`config.mk`:
```
export PLATFORM = sky130hd
export DESIGN_NAME = ivbt_hash
export DESIGN_NICKNAME = d
export VERILOG_FILES = /design/src/sv/ivbt_pkg.sv /design/src/sv/ivbt_hash.sv
export SDC_FILE = /design/constraint.sdc
export NUM_CORES = 1
export LEC_CHECK = 0
export BUFFER_PORTS_ARGS = -buffer_cell sky130_fd_sc_hd__buf_4
export CAP_MARGIN = 25
export CORE_MARGIN = 3
export CORE_UTILIZATION = 54
export CTS_BUF_LIST = sky130_fd_sc_hd__clkbuf_4
export CTS_CLUSTER_DIAMETER = 50
export DETAILED_ROUTE_END_ITERATION = 16
export GPL_ROUTABILITY_DRIVEN = 0
export HOLD_SLACK_MARGIN = 0.03
export PLACE_DENSITY = 0.78
export SLEW_MARGIN = 10
export SYNTH_ARGS = -nofsm -noshare
export SYNTH_HDL_FRONTEND = slang
export SYNTH_SLANG_ARGS = --single-unit
```
`constraint.sdc`:
```
create_clock -name clk -period 7.1 [get_ports clk]
set_clock_uncertainty 0.2 [all_clocks]
set_input_delay 1.065 -clock clk [delete_from_list [all_inputs] [get_ports clk]]
set_output_delay 1.065 -clock clk [all_outputs]
set_load 0.01 [all_outputs]
```
`src/sv/ivbt_pkg.sv`:
```
package ivbt_pkg;

    // The slot count must be a power of two so that the home slot is a mask of the hash.
    localparam int TABLE_SLOTS = 64;
    localparam int PROBE_DEPTH = 8;
    localparam int SLOT_BITS   = $clog2(TABLE_SLOTS);
    localparam int CNT_W       = $clog2(PROBE_DEPTH + 1);

    localparam logic [31:0] HASH_MULT = 32'h9E37_79B1;

    localparam logic [2:0] REQ_CHECK     = 3'd0;
    localparam logic [2:0] REQ_TRACK     = 3'd1;
    localparam logic [2:0] REQ_REPORT    = 3'd2;
    localparam logic [2:0] REQ_BAN_DEF   = 3'd3;
    localparam logic [2:0] REQ_BAN_TIMED = 3'd4;
    localparam logic [2:0] REQ_UNBAN     = 3'd5;
    localparam logic [2:0] REQ_TICK      = 3'd6;

    localparam logic [2:0] CFG_MAX_STRIKES   = 3'd0;
    localparam logic [2:0] CFG_WINDOW        = 3'd1;
    localparam logic [2:0] CFG_BAN_SECS      = 3'd2;
    localparam logic [2:0] CFG_RATE_LIMITED  = 3'd3;
    localparam logic [2:0] CFG_CLIENT_ERRORS = 3'd4;
    localparam logic [2:0] CFG_SERVER_ERRORS = 3'd5;

    localparam logic [9:0] STATUS_429 = 10'd429;
    localparam logic [9:0] STATUS_400 = 10'd400;
    localparam logic [9:0] STATUS_500 = 10'd500;

    typedef struct packed {
        logic [31:0] addr;
        logic        ban_active;
        logic [31:0] ban_until;
        logic        strikes_active;
        logic [15:0] strikes;
        logic [31:0] strikes_until;
    } entry_t;

    localparam int ENTRY_W = $bits(entry_t);

    function automatic logic [31:0] sat_add32(input logic [31:0] a, input logic [31:0] b);
        logic [32:0] s;
        s = {1'b0, a} + {1'b0, b};
        return s[32] ? 32'hFFFF_FFFF : s[31:0];
    endfunction

endpackage

```
`src/sv/ivbt_hash.sv`:
```
module ivbt_hash (
    input  logic                           clk,
    input  logic                           load,
    input  logic [31:0]                    ip,
    output logic [ivbt_pkg::SLOT_BITS-1:0] slot
);
    import ivbt_pkg::*;

    logic [31:0] prod_reg;
    logic [31:0] folded;

    // The product is registered; the fold and mask follow it.
    always_ff @(posedge clk)
    begin
        if (load)
        begin
            prod_reg <= ip * HASH_MULT;
        end
    end

    assign folded = prod_reg ^ (prod_reg >> 16);
    assign slot   = folded[SLOT_BITS-1:0];
endmodule
```
-- Word-level counts from Yosys, hierarchy flattened
Index checks and enable logic that the tools add are counted.
- bits in registers: 22
- input port bits: 34
- output and inout port bits: 6
- bitwise operators: 1
- multipliers: 1
- operators with widths (operator ; count):
    $mul 32x32->22 const B ; 1
    $xor 6x6->6 ; 1

-- Longest topological paths before layout
Gate-level depths: netlist of the first run.
- word-level depth: 1
- mapped depth: 19
- mapped depth without buffers: 19

-- Worst setup path before layout of the first run
Ideal clock, no wire load.
- kind: input port to flip-flop
- from: input ip[11]
- to: register prod_reg[20] (data pin)
- stages on the path: 18
- path slack: 1.049 ns
- arrival: 5.587 ns
- data required time: 6.636 ns
- path through: ha_1 > fa_1 > inv_1 > fa_1 > inv_1 > fa_1 > fa_1 > inv_1 > fa_1 > inv_1 > ha_1 > ha_1 > a21oi_1 > o221ai_1 > a21oi_1 > o21ai_0 > a211oi_1 > a21oi_1
- word-level cells in the longest chain between the ends: 1
- RTL lines (element ; RTL line ; text):
    from (decl) ; ivbt_hash.sv:4 ; input logic [31:0] ip,
    $mul 32x32->22 ; ivbt_hash.sv:17 ; prod_reg <= ip * HASH_MULT;
    to (signal assigned) ; ivbt_hash.sv:17 ;
    to (decl) ; ivbt_hash.sv:9 ; logic [31:0] prod_reg;
No other way between the ends.
A chain may end at the register's enable or synchronous reset.

-- Final worst setup path of the first run
- from: input ip[9]
- to: register prod_reg[20] (data pin)
Same word-level chain as after synthesis.

==> metrics.yaml, run 1 <==
outcome: "finished clean"
worstSetupPathType: "in2reg"
fin_crit_ps: 6335
totalWireLength_mm: 7.653
synth_cell_types: 24
layout.nets: 581
synthesis.area_um2: 3842
cts_resized: 0
seq_area_frac_synth_pct: 9.378
critPathRequiredTime_ps: 6910
fin_setup_tns_ps: 0
dr_total_vias: 2494
worstPathArrival_ps: 6140
row_count: 30
cts_buffer_depth: 2
fp.dieW_um: 90.36
ant_nets: 0
critPathSlowestCell: "fa_1"
routedWlPerCell_um: 15.78
dieArea_um2: 8164
syn_area_per_cell_um2: 10.73
min_path_type: "in2reg"
hold_ws_ps: 878.0
cts_max_level: 1
tightest_slew_ps: 447.6
syn-instance-count: 358
crit_start: "ip[9]"
cts_tree: "built"
first_pass_iters: 4
grt_max_degree: 13
start_util_pct: 56.25
slew_viol_final: 0
cp-end-kind: "register"
start_kind: "input port"
grt-ovfl-total: 0
largest_reg_flops: 12
ys_warn_count: 0
synthesis.nets: 548
fp.coreArea_um2: 6832
path_max_fanout: 4
hold_viol_final: 0
grt_pass1_wl_mm: 13.14
boundaryPins: 40
layout-drive-gt1-share_pct: 8.483
synth-seq-cells: 12
fp.dieH_um: 90.36
fmax_ghz: 0.1579
grt_use_total_pct: 20.26
area_growth_pct: 9.280
slew_headroom_pct: 70.06
hpwl_mm: 6.981
port_buffers: 29
rsz0062_at_grt: "no"
finalSetupViolations: 0
cp_cell_sequence: "buf_4 -> ha_1 -> xor2_1 -> ha_1 -> inv_1 -> fa_1 -> inv_1 -> fa_1 -> inv_1 -> fa_1 -> inv_1 -> fa_1 -> ha_1 -> ha_1 -> a21oi_1 -> o221ai_1 -> a21oi_1 -> o21ai_0 -> a211oi_1 -> a21oi_1"
grt_pass1_vias: 2759
drt_iter0_drc: 81
cts.sinks: 12
antenna_found_initial: 0
postCtsHoldBufs: 0
cts_buffers: 3
clkSlewWorstSetupHoldPaths_ps: 60
remaining_drc_errors: 0
hp-start: "ip[3]"
antenna_cells: 0
hold-path-cell-count: 1
fin_crit_sh_pct: 89.22
cap_violations: 0
cts_setup_buffers: 0
vias_per_cell: 5.142
clockRootBuffer: "clkbuf_4"
critical-path-max-stage-delay_ps: 510
logic make-up (layout without fill, tap and decap cells):
logic type	count (synthesis)	count (layout)	synth area share, %
buffers and inverters	91	122	8.889
adders and majority gates	156	156	62.91
and+or+nand+nor	16	16	2.052
DFF	12	12	9.378
xor gates and xnor gates	52	52	11.85
AOI/OAI and AO/OA	31	31	4.917
worst max-delay path: cells and delay by family:
family | cells | cell delay [ps]
adders and majority gates | 8 | 3250
AOI/OAI and AO/OA | 6 | 1270
buffers and inverters | 5 | 370
xor gates and xnor gates | 1 | 170
stage by stage:
step	instance area (µm²)	std cells	setup WS (ps)	util [%]
after floorplan	3842	358	1049	-
after global placement	4177	482	535.4	61.14
after detailed placement	4177	482	470.9	61.14
after CTS	4199	485	760.4	61.47
after global routing	4199	485	503.2	61.47
final	4199	485	765.5	61.47
synth_stat cells:
| cell type | n | area share [%] |
|---|---|---|
| ha_1 | 94 | 31 |
| a211oi_1 | 1 | 0.20 |
| fa_1 | 62 | 32 |
| nand2b_1 | 1 | 0.16 |
| and2_2 | 1 | 0.20 |
| o21ai_0 | 2 | 0.26 |
| nor2_1 | 1 | 0.098 |
| a41oi_1 | 1 | 0.23 |
| o211ai_1 | 1 | 0.20 |
| o22ai_1 | 1 | 0.16 |
| o21a_1 | 1 | 0.20 |
| a22oi_1 | 3 | 0.59 |
| o221ai_1 | 1 | 0.23 |
| a21o_1 | 3 | 0.59 |
| edfxtp_1 | 12 | 9.4 |
| xor2_1 | 27 | 6.2 |
| nor2b_1 | 2 | 0.33 |
| xnor2_1 | 25 | 5.7 |
| a21oi_1 | 16 | 2.1 |
| clkbuf_1 | 1 | 0.098 |
| nand4_1 | 3 | 0.49 |
| o31ai_1 | 1 | 0.20 |
| nand2_1 | 8 | 0.78 |
| inv_1 | 90 | 8.8 |
layout by cell type, fill, tap and decap left out:
cell type / instances
ha_1: 94
inv_1: 90
fa_1: 62
buf_4: 29
xor2_1: 27
xnor2_1: 25
a21oi_1: 16
edfxtp_1: 12
nand2_1: 8
a22oi_1: 3
a21o_1: 3
nand4_1: 3
clkbuf_4: 3
nor2b_1: 2
o21ai_0: 2
and2_2: 1
nor2_1: 1
o22ai_1: 1
o221ai_1: 1
nand2b_1: 1
o31ai_1: 1
a41oi_1: 1
o211ai_1: 1
o21a_1: 1
a211oi_1: 1
metal layers:
| metal | part of all wire [%] | vias to the layer above | global-route usage, % |
|---|---|---|---|
| li1 | - | 1197 | - |
| met1 | 44 | 1215 | 27.80 |
| met2 | 49 | 71 | 35.78 |
| met3 | 5.3 | 11 | 1.250 |
| met4 | 1.4 | 0 | 3.827 |
| met5 | 0 | - | 0 |
area by class of cell:
cell class / instances / area [µm²]
fill: 586 / 2633
inverter: 90 / 337.8
sequential: 12 / 360.3
multi-input combinational: 255 / 3141
timing repair buffer: 29 / 217.7
clock buffer: 3 / 22.52
tap: 96 / 120.1
path summary, 6_finish.rpt:
kind / to / slack [ps]
max: prod_reg[20]$_DFFE_PP_ / 770
min: prod_reg[3]$_DFFE_PP_ / 880
Power of run 1 is not shown: default switching activity piles up to over one toggle a cycle in this logic, so the estimate is an artifact.
==> inputs of run 2 (changes only) <==
--- a/config.mk
+++ b/config.mk
@@ -14,6 +14,7 @@
 export DETAILED_ROUTE_END_ITERATION = 16
 export GPL_ROUTABILITY_DRIVEN = 0
 export HOLD_SLACK_MARGIN = 0.03
+export MAX_ROUTING_LAYER = met4
 export PLACE_DENSITY = 0.78
 export SLEW_MARGIN = 10
 export SYNTH_ARGS = -nofsm -noshare
==> run 2 against run 1 <==
  * Utilization unchanged
  * Wire length is 0.64% lower
  * Non-clock buffer count stayed put
  * Sequential cell count did not move
  * Critical path type unchanged
  * Sequential share of layout area stayed put
  * Critical path depth is the same
  * Worst hold slack got worse by 2.1 ps
==> metrics.yaml, run 2 (synthesis results as in run 1) <==
outcome: "finished clean"
slew_headroom_pct: 68.92
fin_setup_tns_ps: 0
final_common_cell: "ha_1"
critPathSlowestCell: "fa_1"
cap_violations: 0
fp.dieW_um: 90.36
finalSetupViolations: 0
hold-path-cell-count: 1
tightest_slew_ps: 464.7
drt_iter0_drc: 112
grt_pass1_vias: 2753
grt_use_total_pct: 20.86
dp_slack_ps: 470.9
cts_buffers: 3
cp-end-kind: "register"
critical-path-max-stage-delay_ps: 510
slew_viol_final: 0
critPathTopFamily: "adder cells"
antenna_found_initial: 0
cts_max_level: 1
port_buffers: 29
start_util_pct: 56.25
fmax_ghz: 0.1581
layout.nets: 581
totalWireLength_mm: 7.604
boundaryPins: 40
first_pass_iters: 4
clkSlewWorstSetupHoldPaths_ps: 60
critPathRequiredTime_ps: 6910
clockRootBuffer: "clkbuf_4"
worstPathArrival_ps: 6130
grt-ovfl-total: 0
grt_pass1_wl_mm: 13.16
layout.cells.most_common_list: "94 x ha_1, 90 x inv_1, 62 x fa_1"
row_count: 30
ant_nets: 0
path_max_fanout: 4
min_path_type: "in2reg"
grt_max_degree: 13
antenna_cells: 0
hpwl_mm: 6.981
cts_setup_buffers: 0
cts_buffer_depth: 2
postCtsHoldBufs: 0
fin_ws_ps: 773.6
dr_total_vias: 2505
area_growth_pct: 9.280
routedWlPerCell_um: 15.68
fin_crit_ps: 6326
worstSetupPathType: "in2reg"
cts_resized: 0
cp_num_buf_inv: 5
fin_crit_sh_pct: 89.10
vias_per_cell: 5.165
cts.sinks: 12
hold_viol_final: 0
remaining_drc_errors: 0
largest_reg_flops: 12
layout-drive-gt1-share_pct: 8.483
cts_tree: "built"
cp_cell_sequence: "buf_4 -> ha_1 -> xor2_1 -> ha_1 -> inv_1 -> fa_1 -> inv_1 -> fa_1 -> inv_1 -> fa_1 -> inv_1 -> fa_1 -> ha_1 -> ha_1 -> a21oi_1 -> o221ai_1 -> a21oi_1 -> o21ai_0 -> a211oi_1 -> a21oi_1"
crit_cells: 20
rsz0062_at_grt: "no"
fp.dieH_um: 90.36
dieArea_um2: 8164
fp.coreArea_um2: 6832
start_kind: "input port"
-- run 2: routing by layer --
layer  part of all wire (%)  track usage, %  vias up  wire length, µm
met5                      0               -        -                0
met4                    1.4           3.827        0              107
met3                    5.4           1.250       11              408
met2                     50           35.78       69             3768
met1                     44           27.86     1225             3319
li1                       -               -     1200                -
-- run 2: worst paths after layout --
kind   from                      to
max   ip[9]  prod_reg[20]$_DFFE_PP_
min   ip[3]   prod_reg[3]$_DFFE_PP_
-- run 2: final cells by class --
type                       count  area [µm²]
clock buffer                   3       22.52
fill                         586        2633
inverter                      90       337.8
multi-input combinational    255        3141
sequential                    12       360.3
tap                           96       120.1
timing repair buffer          29       217.7
-- run 2: stage by stage --
stage	utilization, %	hold WS, ps	instances	cell area, µm²
final	61.47	875.9	485	4199
after global routing	61.47	867.7	485	4199
after floorplan	-	963.9	358	3842
after CTS	61.47	863.7	485	4199
after global placement	61.14	1139	482	4177
after detailed placement	61.14	1143	482	4177
Power of run 2 is left out for the same reason.
