[config.mk]
export PLATFORM = sky130hd
export DESIGN_NAME = ivbt_ram
export DESIGN_NICKNAME = d
export VERILOG_FILES = /design/src/sv/ivbt_ram.sv
export SDC_FILE = /design/constraint.sdc
export NUM_CORES = 1
export LEC_CHECK = 0
export ABC_CLOCK_PERIOD_IN_PS = 2000
export BUFFER_PORTS_ARGS = -buffer_cell sky130_fd_sc_hd__buf_2
export CAP_MARGIN = 25
export CORE_ASPECT_RATIO = 1.25
export CORE_UTILIZATION = 60
export DETAILED_ROUTE_END_ITERATION = 16
export PLACE_DENSITY_LB_ADDON = 0.1
export RECOVER_POWER = 50
export SLEW_MARGIN = 25
export SYNTH_ARGS = -nofsm -noshare
export SYNTH_HDL_FRONTEND = slang
export SYNTH_SLANG_ARGS = --single-unit
[constraint.sdc]
create_clock -name clk -period 2 [get_ports clk]
set_input_delay 0.3 -clock clk [delete_from_list [all_inputs] [get_ports clk]]
set_output_delay 0.3 -clock clk [all_outputs]
set_load 0.005 [all_outputs]
[src/sv/ivbt_ram.sv]
module ivbt_ram #(
    parameter int WIDTH = 8,
    parameter int DEPTH = 16
) (
    input  logic                     clk,
    input  logic                     we,
    input  logic [$clog2(DEPTH)-1:0] waddr,
    input  logic [WIDTH-1:0]         wdata,
    input  logic [$clog2(DEPTH)-1:0] raddr,
    output logic [WIDTH-1:0]         rdata
);
    logic [WIDTH-1:0] mem [DEPTH];

    always_ff @(posedge clk)
    begin
        if (we)
        begin
            mem[waddr] <= wdata;
        end
        rdata <= mem[raddr];
    end
endmodule

======== Word level (Yosys, flattened, before mapping) ========
Memory sizes are Yosys's and may differ from the RTL's. A register that Yosys moved wholly into a read port is not among the register bits.
Index checks and enable logic that the tools add are counted.
operators by class
  muxes and demuxes ....................... 2
operator list
  operator  count
  $mux W1   2
storage, ports and cells
  flip-flop bits (word level) ............. 0
  bits in writable memories ............... 128
  logic and storage cells ................. 3
  memories kept ........................... 1
memory list
  name  depth  bits a word  rd ports  clocked after Yosys merged registers in  write ports  RTL line  text
  mem   16     8            1         1                                        1            12        logic [WIDTH-1:0] mem [DEPTH];

======== Longest topological paths before layout ========
Gate-level depths: netlist of the first run.
  depth in word-level cells ............... 2
  gate-level depth with buffers ........... 5
  depth with buffers taken out ............ 3

======== Least setup slack after synthesis of the first run ========
Ideal clock, no wire load.
  path type ............................... input-to-reg
  start point ............................. input waddr[2]
  end point ............................... memory mem[0][0], enable pin
  library setup time ...................... 383 ps
  arrival ................................. 1410 ps
  required time ........................... 1617 ps
  setup slack ............................. 207 ps
  stages on the path ...................... 2
  cells stage by stage .................... or3b_2 > nor3_1
RTL lines
  element             RTL line  text
  start: declaration  7         input logic [$clog2(DEPTH)-1:0] waddr,
  end: declaration    12
Straight into the memory's write port.

==> results.toml, run 1 <==
[power_and_ir_drop]
ir_worst_vdd_mv = 0.7229
p_leak_nw = 2.053
power.density_nw_per_um2 = 1049
power_mw = 6.312

[die]
core_sq_um = 8287
start_util_pct = 62.12
rows = 37
die_w_um = 84.85
fp.dieH_um = 105.6
fp.dieArea_sq_um = 8956
pin_count = 26

[grt]
antenna_found_initial = 0
grt_max_degree = 33
overflow = 0
grt_pass1_wl_um = 14420
grt_pass1_vias = 2610
track_usage_pct = 23.58

[synthesis]
ys_types = 19
ys.warnings.count = 0
yosys-top-cells-area = "edfxtp_1 75%, mux4_2 7.9%, mux4_1 7.1%, dfxtp_1 3.1%, a22oi_1 2.3%"
yosys.area.top_type = "edfxtp_1"
synth_top_area_share_pct = 74.67
synth_area_sq_um = 5147
ys_seq_elements = 136
synth_nets = 247
synth_cells = 229
syn_area_per_cell_sq_um = 22.48
synth-seq-area-share_pct = 77.78

[critical_path]
worst_setup_path_start_kind = "flip-flop"
cp_slowest_cell = "mux4_1"
reg2reg_depth = 3
crit_chain = "mux4_1 > a22oi_1 > nand2_1"
required_ns = 2.40
end_kind = "flip-flop"
cp_max_fo = 1
worstReg2RegEnd = "rdata[3]"
arrival_ns = 1.74
reg2reg_slack_ns = 0.65
cpPeakStageDelay_ns = 0.54
path_delay_family = "multiplexers"
crit_buf_inv = 0
worstReg2RegStart = "mem[5][3]"
crit_type = "flip-flop to flip-flop"

[route]
ant_nets = 0
first_iter_violations = 128
via_count = 2399
firstDrtPassIters = 10
wl_per_cell_um = 23.40
post-route-drc-count = 2
routed_wl_um = 9195
vias_per_cell = 6.104

[clock_network]
clockBufferDepth = 2
clkLatencyLatePin_ns = 0.51
cts-root-buf = "clkbuf_8"
cts_tree = "built"
postCtsSetupBuffers = 0
cts.clk_slew.worst_paths_ns = 0.06
cts.repair.resized = 0
cts_hold_buf = 0
cts_max_level = 4
cts_sinks = 136
cts_made_buffers = 17

[finish]
n_antenna_cell = 0
nNetsFinal = 301
nFillCells = 479
drive_above_1_share_pct = 27.70
area_growth_pct = 16.92
final_cells = 393

[place]
hpwl_um = 5811
port_buffers = 25
dp_cells = 361
place_ws_ns = 0.2581
gp_congestion = 0.6989

[worst_hold_path]
hp-start = "wdata[4]"
hold_path_end = "mem[4][4]"
hold_path_class = "input port to flip-flop"
holdPathStages = 1

[sta]
min_period_ns = 1.347
fin_setup_tns_ns = 0
slew_viol_final = 0
finalClockSkew_ns = 0.006170
setup_slack_ns = 0.6527
relSlewSlack_pct = 52.74
hold-worst-slack_ns = 0.3023
rsz0062_at_grt = "false"
setup-violations-final = 0
tightest_slew_ns = 0.7089
max_freq_mhz = 742.2
hold_viol = 0
finalCritPeriodShare_pct = 67.36

[outcome]
violations = "design-rule violations"
outcome = "finished, violations left"

[run]
drv_cap = 0
cells in the final DEF (no fill, tap or decap), types with 2 or more instances in the layout:
cell / instances
clkinv_2: 4
nor2_1: 13
nand3b_1: 2
clkbuf_8: 5
buf_4: 17
a22oi_1: 16
buf_2: 16
edfxtp_1: 128
mux4_1: 14
nand2_1: 9
clkbuf_16: 16
dfxtp_1: 8
clkbuf_1: 14
nand2b_1: 2
nor3_1: 4
buf_12: 2
mux4_2: 18
layer usage:
layer / vias up / routed length (um) / GRT usage, %
li1: 1081 / - / -
met1: 1224 / 3839 / 30.51
met3: 9 / 464 / 6.108
met4: 0 / 130 / 10.53
met2: 85 / 4760 / 38.15
met5: - / 0 / 0
per-stage QoR:
| stage | area (sq um) | utilization [%] |
|---|---|---|
| 6_report | 6018 | 72.63 |
| 3_5_place_dp | 5483 | 66.16 |
| 4_1_cts | 6033 | 72.81 |
| 2_1_floorplan | 5147 | - |
| 5_1_grt | 6018 | 72.63 |
| 3_3_place_gp | 5483 | 66.16 |
state kept, by name (all words and copies together), names as in the netlist:
| name | cells |
|---|---|
| mem | 128 |
| rdata | 8 |
how the worst max path moves through the flow:
stage / start / to / slack [ns] / depth (start not counted)
2_1_floorplan: waddr[2] / mem[0][0] / 0.21 / 2
6_report: mem[5][3] / rdata[3] / 0.65 / 3
5_1_grt: mem[5][0] / rdata[0] / 0.58 / 3
4_1_cts: mem[5][3] / rdata[3] / 0.65 / 3
3_3_place_gp: raddr[0] / rdata[5] / 0.27 / 5
3_5_place_dp: raddr[0] / rdata[0] / 0.26 / 5
Yosys cell counts, drive strengths merged:
master,count
clkdlybuf4s25,3
nor2,13
and2,1
nand3b,2
a22oi,16
nand2,9
and2b,1
mux4,32
nand3,1
nand2b,2
buf,7
nor3,4
or3b,1
dfxtp,8
nor2b,1
edfxtp,128
kinds of logic (layout without fill, tap and decap cells):
family                 count (synthesis)  in the layout  share of synthesized area [%]
AOI/OAI and AO/OA                     16             16                          2.334
and+or+nand+nor                       35             35                          3.184
muxes                                 32             32                          15.02
DFF                                  136            136                          77.78
buffers and inverters                 10             77                          1.677
worst register-to-register path, cell delays in order, from the launching register on:
cell and delay (ns):
edfxtp_1 0.36, mux4_1 0.54, a22oi_1 0.23, nand2_1 0.09
where the power goes:
part	internal, mW	leakage (nW)	total [mW]	switching [mW]
Sequential	3.19	1.22	3.21	0.0186
Combinational	0.125	0.557	0.284	0.159
Clock	1.77	0.272	2.82	1.05
cell type report:
cell class,count,area [sq um],area share [%]
clock buffers,25,484.2,8.046
well taps,97,121.4,2.017
repair buffers,45,285.3,4.740
flip-flops and latches,136,4004,66.53
multi-input cells,83,1057,17.57
clock inverters,7,66.31,1.102
(Power assumes the default switching activity.)
==> run 2, diff against run 1 <==
--- a/config.mk
+++ b/config.mk
@@ -5,11 +5,12 @@
 export SDC_FILE = /design/constraint.sdc
 export NUM_CORES = 1
 export LEC_CHECK = 0
-export ABC_CLOCK_PERIOD_IN_PS = 2000
+export ABC_AREA = 1
+export ABC_CLOCK_PERIOD_IN_PS = 1200
 export BUFFER_PORTS_ARGS = -buffer_cell sky130_fd_sc_hd__buf_2
 export CAP_MARGIN = 25
 export CORE_ASPECT_RATIO = 1.25
-export CORE_UTILIZATION = 60
+export CORE_UTILIZATION = 55
 export DETAILED_ROUTE_END_ITERATION = 16
 export PLACE_DENSITY_LB_ADDON = 0.1
 export RECOVER_POWER = 50
==> constraint.sdc (replaced) <==
create_clock -name clk -period 1.2 [get_ports clk]
set_input_delay 0.18 -clock clk [delete_from_list [all_inputs] [get_ports clk]]
set_output_delay 0.18 -clock clk [all_outputs]
set_load 0.005 [all_outputs]
==> run 2 against run 1 <==
The flow now finishes without violations. Wire length increased by 40%. Combinational power grew 150%. Flip-flop and latch count unchanged. Global-route usage up 2.6 points. Final area grew 14%. Non-clock buffer count increased by 19. Worst setup slack got worse by 0.55 ns. Clock skew grew 0.0024 ns. Die area is 22% higher. Synthesized cell count increased by 140%. Worst hold slack got worse by 0.17 ns. Critical path depth shrank 2. Highest routed layer unchanged.
==> results.toml, run 2 <==
[critical_path]
reg2reg_slack_ns = 0.16
required_ns = 1.02
crit_start = "rdata[1]"
arrival_ns = 0.92
cp_max_fo = 1
cpPeakStageDelay_ns = 0.37
cp.depth = 1
worstReg2RegStart = "mem[5][3]"
worstReg2RegEnd = "rdata[3]"
reg2reg_depth = 6
path_delay_family = "flip-flops"
end_kind = "output port"
crit_type = "flip-flop to output port"
critPathCapture = "rdata[1]"
cp_slowest_cell = "dfxtp_1"
worst_setup_path_start_kind = "flip-flop"
crit_buf_inv = 1
crit_chain = "buf_2"

[die]
fp.dieH_um = 116.5
pin_count = 26
fp.dieArea_sq_um = 10900
die_w_um = 93.59
start_util_pct = 56.78
rows = 41
core_sq_um = 10160

[place]
place_ws_ns = -0.05980
port_buffers = 25
hpwl_um = 8416
post_dp_cell_area_sq_um = 6280
gp_congestion = 0.8680

[synthesis]
synth-xor-area-share_pct = 0
synth-seq-area-share_pct = 69.43
synth_cells = 551
synthMuxAreaShare_pct = 0
yosys.area_share.adder_pct = 0
synth.most_common_cell = "nand2_1"
yosys.area.top_type = "edfxtp_1"
synth_edf_count = 128
synth_nets = 569
synth-compound-area-share_pct = 0
synth_area_sq_um = 5767
yosys-top-cells-area = "edfxtp_1 67%, nand2_1 11%, nand3_1 8.4%, inv_1 6.5%, dfxtp_1 2.8%"
ys_top_cells_by_count = "173 x nand2_1, 128 x edfxtp_1, 100 x inv_1"
ys_types = 12
syn_area_per_cell_sq_um = 10.47
synth_top_area_share_pct = 66.65
synthSimpleGateAreaFrac_pct = 21.05
synth_top_family_by_area = "simple AND/OR/NAND/NOR gates"
async_reset_ff_share_pct = 0
ys_seq_elements = 136
synth-main-ff-cell = "edfxtp_1"
ys.warnings.count = 0

[clock_network]
cts_sinks = 136
cts_max_level = 4
cts.repair.resized = 0
cts.clk_slew.worst_paths_ns = 0.06
postCtsSetupBuffers = 0
cts_tree = "built"
cts_made_buffers = 17
clkLatencyLatePin_ns = 0.41
clockBufferDepth = 2
cts_hold_buf = 0
cts-root-buf = "clkbuf_16"

[route]
route.met3.wl_um = 512
first_iter_violations = 271
vias_per_cell = 5.173
firstDrtPassIters = 5
wl_per_cell_um = 17.08
ant_nets = 0
met2RoutedLength_um = 6678
routed_wl_um = 12850
wl_met1_um = 5351
top_layer = "met4"
via_count = 3890
post-route-drc-count = 0

[worst_hold_path]
holdPathStages = 3
hold_path_class = "input port to flip-flop"

[power_and_ir_drop]
ir_worst_vdd_mv = 1.275
p_leak_nw = 3.012
power_mw = 11.26
power.density_nw_per_um2 = 1640

[grt]
antenna_found_initial = 0
grt_pass1_vias = 3846
overflow = 0
track_usage_pct = 26.16
grt_pass1_wl_um = 20110
grt_max_degree = 24

[finish]
drive_above_1_share_pct = 13.80
regMostFlops = "mem"
final_common_cell = "nand2_1"
area_growth_pct = 19.01
reg_top3 = "mem (128), rdata (8)"
final_cell_mix = "173 x nand2_1, 128 x edfxtp_1, 100 x inv_1, 97 x nand3_1, 30 x buf_4"
largest_reg_flops = 128
nNetsFinal = 628
nFillCells = 786
fin_area_sq_um = 6863
n_antenna_cell = 0

[sta]
slew_viol_final = 0
min_period_ns = 1.099
hold-worst-slack_ns = 0.1312
finalCritPeriodShare_pct = 91.59
rsz0062_at_grt = "false"
hold_viol = 0
finalClockSkew_ns = 0.008588
tightest_slew_ns = 0.8735
max_freq_mhz = 909.9
setup_slack_ns = 0.1009
relSlewSlack_pct = 41.77
setup-violations-final = 0

[run]
drv_cap = 0

[outcome]
outcome = "finished, final reports clean"
[run 2: through the flow]
stage               util (%)  TNS (ns)  std cells
finish                 67.57         0        752
global route           67.57         0        752
CTS                    67.71         0        752
detailed placement     61.83   -0.2987        720
global placement       61.83   -0.1967        720
floorplan                  -         0        551
[run 2: worst min path at each step]
stage | startpoint | endpoint | slack [ns]
2_1_floorplan | wdata[0] | mem[0][0] | 0.28
3_3_place_gp | raddr[3] | rdata[4] | 0.55
3_5_place_dp | raddr[3] | rdata[5] | 0.55
4_1_cts | raddr[3] | rdata[5] | 0.11
5_1_grt | raddr[3] | rdata[5] | 0.13
6_report | raddr[3] | rdata[5] | 0.13
[run 2: cells by family (layout without fill, tap and decap cells)]
logic type             count (synthesis)  after routing
buffers and inverters                126            198
and+or+nand+nor                      289            289
DFF                                  136            136
[run 2: power by group]
part           total (mW)  internal (mW)  switching, mW
clock                5.20           3.31           1.89
combinational       0.707          0.248          0.459
sequential           5.35           5.31         0.0371
total                11.3           8.87           2.38
[run 2: cell type report]
type	count	area [sq um]	share of cell area (%)
Clock inverter	12	151.4	2.206
Tap cell	129	161.4	2.352
Inverter	102	382.9	5.579
Clock buffer	20	446.7	6.509
Sequential cell	136	4004	58.34
Timing Repair Buffer	64	503.0	7.329
Multi-Input combinational cell	289	1214	17.68
[run 2: per-layer routing]
metal | up-vias | global-route usage (%)
met5 | - | 0
met4 | 0 | 12.21
met3 | 19 | 4.167
met2 | 115 | 45.64
met1 | 1863 | 32.08
li1 | 1893 | -
==> run 3, diff against run 2 <==
--- a/config.mk
+++ b/config.mk
@@ -5,12 +5,11 @@
 export SDC_FILE = /design/constraint.sdc
 export NUM_CORES = 1
 export LEC_CHECK = 0
-export ABC_AREA = 1
 export ABC_CLOCK_PERIOD_IN_PS = 1200
 export BUFFER_PORTS_ARGS = -buffer_cell sky130_fd_sc_hd__buf_2
 export CAP_MARGIN = 25
 export CORE_ASPECT_RATIO = 1.25
-export CORE_UTILIZATION = 55
+export CORE_UTILIZATION = 54
 export DETAILED_ROUTE_END_ITERATION = 16
 export PLACE_DENSITY_LB_ADDON = 0.1
 export RECOVER_POWER = 50
==> run 3 against run 2 <==
The run now ends with negative setup slack left. Maximum frequency shrank 16%. Core utilization grew 1.5 points. Wire length down 24%. Via count is 37% lower. Sequential power barely moved. Worst setup slack got worse by 0.21 ns. Critical path type is now flip-flop to flip-flop. Critical endpoint is now rdata[4]. Highest routed layer unchanged.
==> results.toml, run 3 (synthesis results as in run 1) <==
[place]
hpwl_um = 6436
port_buffers = 25
place_ws_ns = -0.4666
gp_congestion = 0.7265
post_dp_cell_area_sq_um = 5723

[grt]
track_usage_pct = 22.61
grt_max_degree = 17
grt_pass1_vias = 2623
overflow = 0
antenna_found_initial = 0
grt_pass1_wl_um = 14910

[route]
first_iter_violations = 243
post-route-drc-count = 0
via_count = 2464
wl_per_cell_um = 22.61
routed_wl_um = 9792
vias_per_cell = 5.691
firstDrtPassIters = 4
ant_nets = 0

[sta]
setup_slack_ns = -0.1074
rsz0062_at_grt = "true"
tightest_slew_ns = 0.9454
fin_setup_tns_ns = -0.4340
finalClockSkew_ns = 0.003994
setup-violations-final = 8
relSlewSlack_pct = 36.84
min_period_ns = 1.307
finalCritPeriodShare_pct = 108.9
max_freq_mhz = 764.9
slew_viol_final = 0
hold_viol = 0

[die]
core_sq_um = 9223
pin_count = 26
rows = 39
start_util_pct = 55.81
fp.dieArea_sq_um = 9929
die_w_um = 89.33
fp.dieH_um = 111.2

[power_and_ir_drop]
power.density_nw_per_um2 = 1788
pwr-share-comb_pct = 5.1
power_mw = 11.40
netSwitchingPower_mw = 2.160
pwr-share-seq_pct = 46.9
pwr-share-clk_pct = 48.0
switching_share_pct = 18.95
power.internal_mw = 9.237
ir_worst_vdd_mv = 1.021
p_leak_nw = 2.130

[outcome]
outcome = "finished, violations left"
violations = "negative setup slack"

[finish]
utilization_pct = 69.11
area_growth_pct = 23.82
reg_top3 = "mem (128), rdata (8)"
drive_above_1_share_pct = 40.32
final_common_cell = "edfxtp_1"
regMostFlops = "mem"
largest_reg_flops = 128
nFillCells = 605
n_antenna_cell = 0
fin_area_sq_um = 6374
nNetsFinal = 315
final_cell_mix = "128 x edfxtp_1, 32 x mux4_2, 22 x buf_4, 17 x clkbuf_16, 15 x buf_2"

[critical_path]
end_kind = "flip-flop"
required_ns = 1.49
arrival_ns = 1.60
reg2reg_depth = 3
worst_setup_path_start_kind = "flip-flop"
reg2reg_slack_ns = -0.11
crit_type = "flip-flop to flip-flop"
worstReg2RegStart = "mem[15][4]"
worstReg2RegEnd = "rdata[4]"
cp_max_fo = 1

[clock_network]
clkLatencyLatePin_ns = 0.41
cts_sinks = 136
clockBufferDepth = 2
cts_made_buffers = 17
cts_max_level = 4
cts-root-buf = "clkbuf_16"
cts.clk_slew.worst_paths_ns = 0.06
cts_tree = "built"
cts_hold_buf = 0

[worst_hold_path]
hold_path_end = "mem[14][0]"
hp-start = "wdata[0]"
hold_path_class = "input port to flip-flop"
holdPathStages = 1

[run]
drv_cap = 0
-- run 3: cell count changes in the layout (fill, tap and decap cells not counted), sizes merged, moves of 2 or more --
cell / before / now
mux4: 0 / 32
bufinv: 3 / 5
inv: 102 / 0
nand3: 97 / 1
buf: 54 / 47
nor2: 17 / 13
nor3: 0 / 4
nand2: 173 / 9
nand2b: 0 / 2
a22oi: 0 / 16
-- run 3: through the flow --
step,hold slack (ns),std cells
after detailed placement,0.5616,401
final,0.2963,433
after floorplan,0.2789,229
after CTS,0.1436,433
after global placement,0.5618,401
after global routing,0.3117,433
-- run 3: final cells by class --
type / count / area [sq um] / area share (%)
clock buffers: 17 / 425.4 / 6.675
clock inverters: 15 / 207.7 / 3.259
multi-input cells: 83 / 1096 / 17.20
flip-flops and latches: 136 / 4004 / 62.82
well taps: 123 / 153.9 / 2.415
repair buffers: 59 / 486.7 / 7.636
-- run 3: how the worst max path moves through the flow --
stage          startpoint   endpoint  cells after the start
3_3_place_gp     raddr[0]   rdata[7]                      6
2_1_floorplan    waddr[2]  mem[0][0]                      2
4_1_cts        mem[11][6]   rdata[6]                      3
5_1_grt        mem[13][4]   rdata[4]                      3
3_5_place_dp     raddr[0]   rdata[7]                      6
6_report       mem[15][4]   rdata[4]                      3
-- run 3: critical path: stages (launching register included) --
cell and delay (ns):
edfxtp_1 0.36, mux4_2 0.52, a22oi_2 0.23, nand2_1 0.08
-- run 3: repair_timing --
item | in CTS | in global routing
resized for setup | 9 | 0
setup endpoints to repair | 8 | 8
pin swaps | 5 | 0
endpoints found under the hold margin | 0 | 0
buffers inserted | 0 | 0
-- run 3: power groups by stage --
| stage | clock network, mW | registers, mW | logic [mW] |
|---|---|---|---|
| final | 5.47 | 5.35 | 0.579 |
| after global routing | 5.74 | 5.35 | 0.627 |
| after CTS | 5.54 | 5.35 | 0.600 |
| after detailed placement | 0 | 5.44 | 0.576 |
| after global placement | 0 | 5.44 | 0.568 |
| after floorplan | 0 | 5.44 | 0.303 |
-- run 3: routing by layer --
metal | up-vias | routed length [um] | track usage [%]
met5 | - | 0 | 0
met2 | 75 | 5345 | 38.42
met4 | 0 | 223 | 9.101
met3 | 19 | 490 | 6.031
li1 | 1100 | - | -
met1 | 1270 | 3733 | 26.95
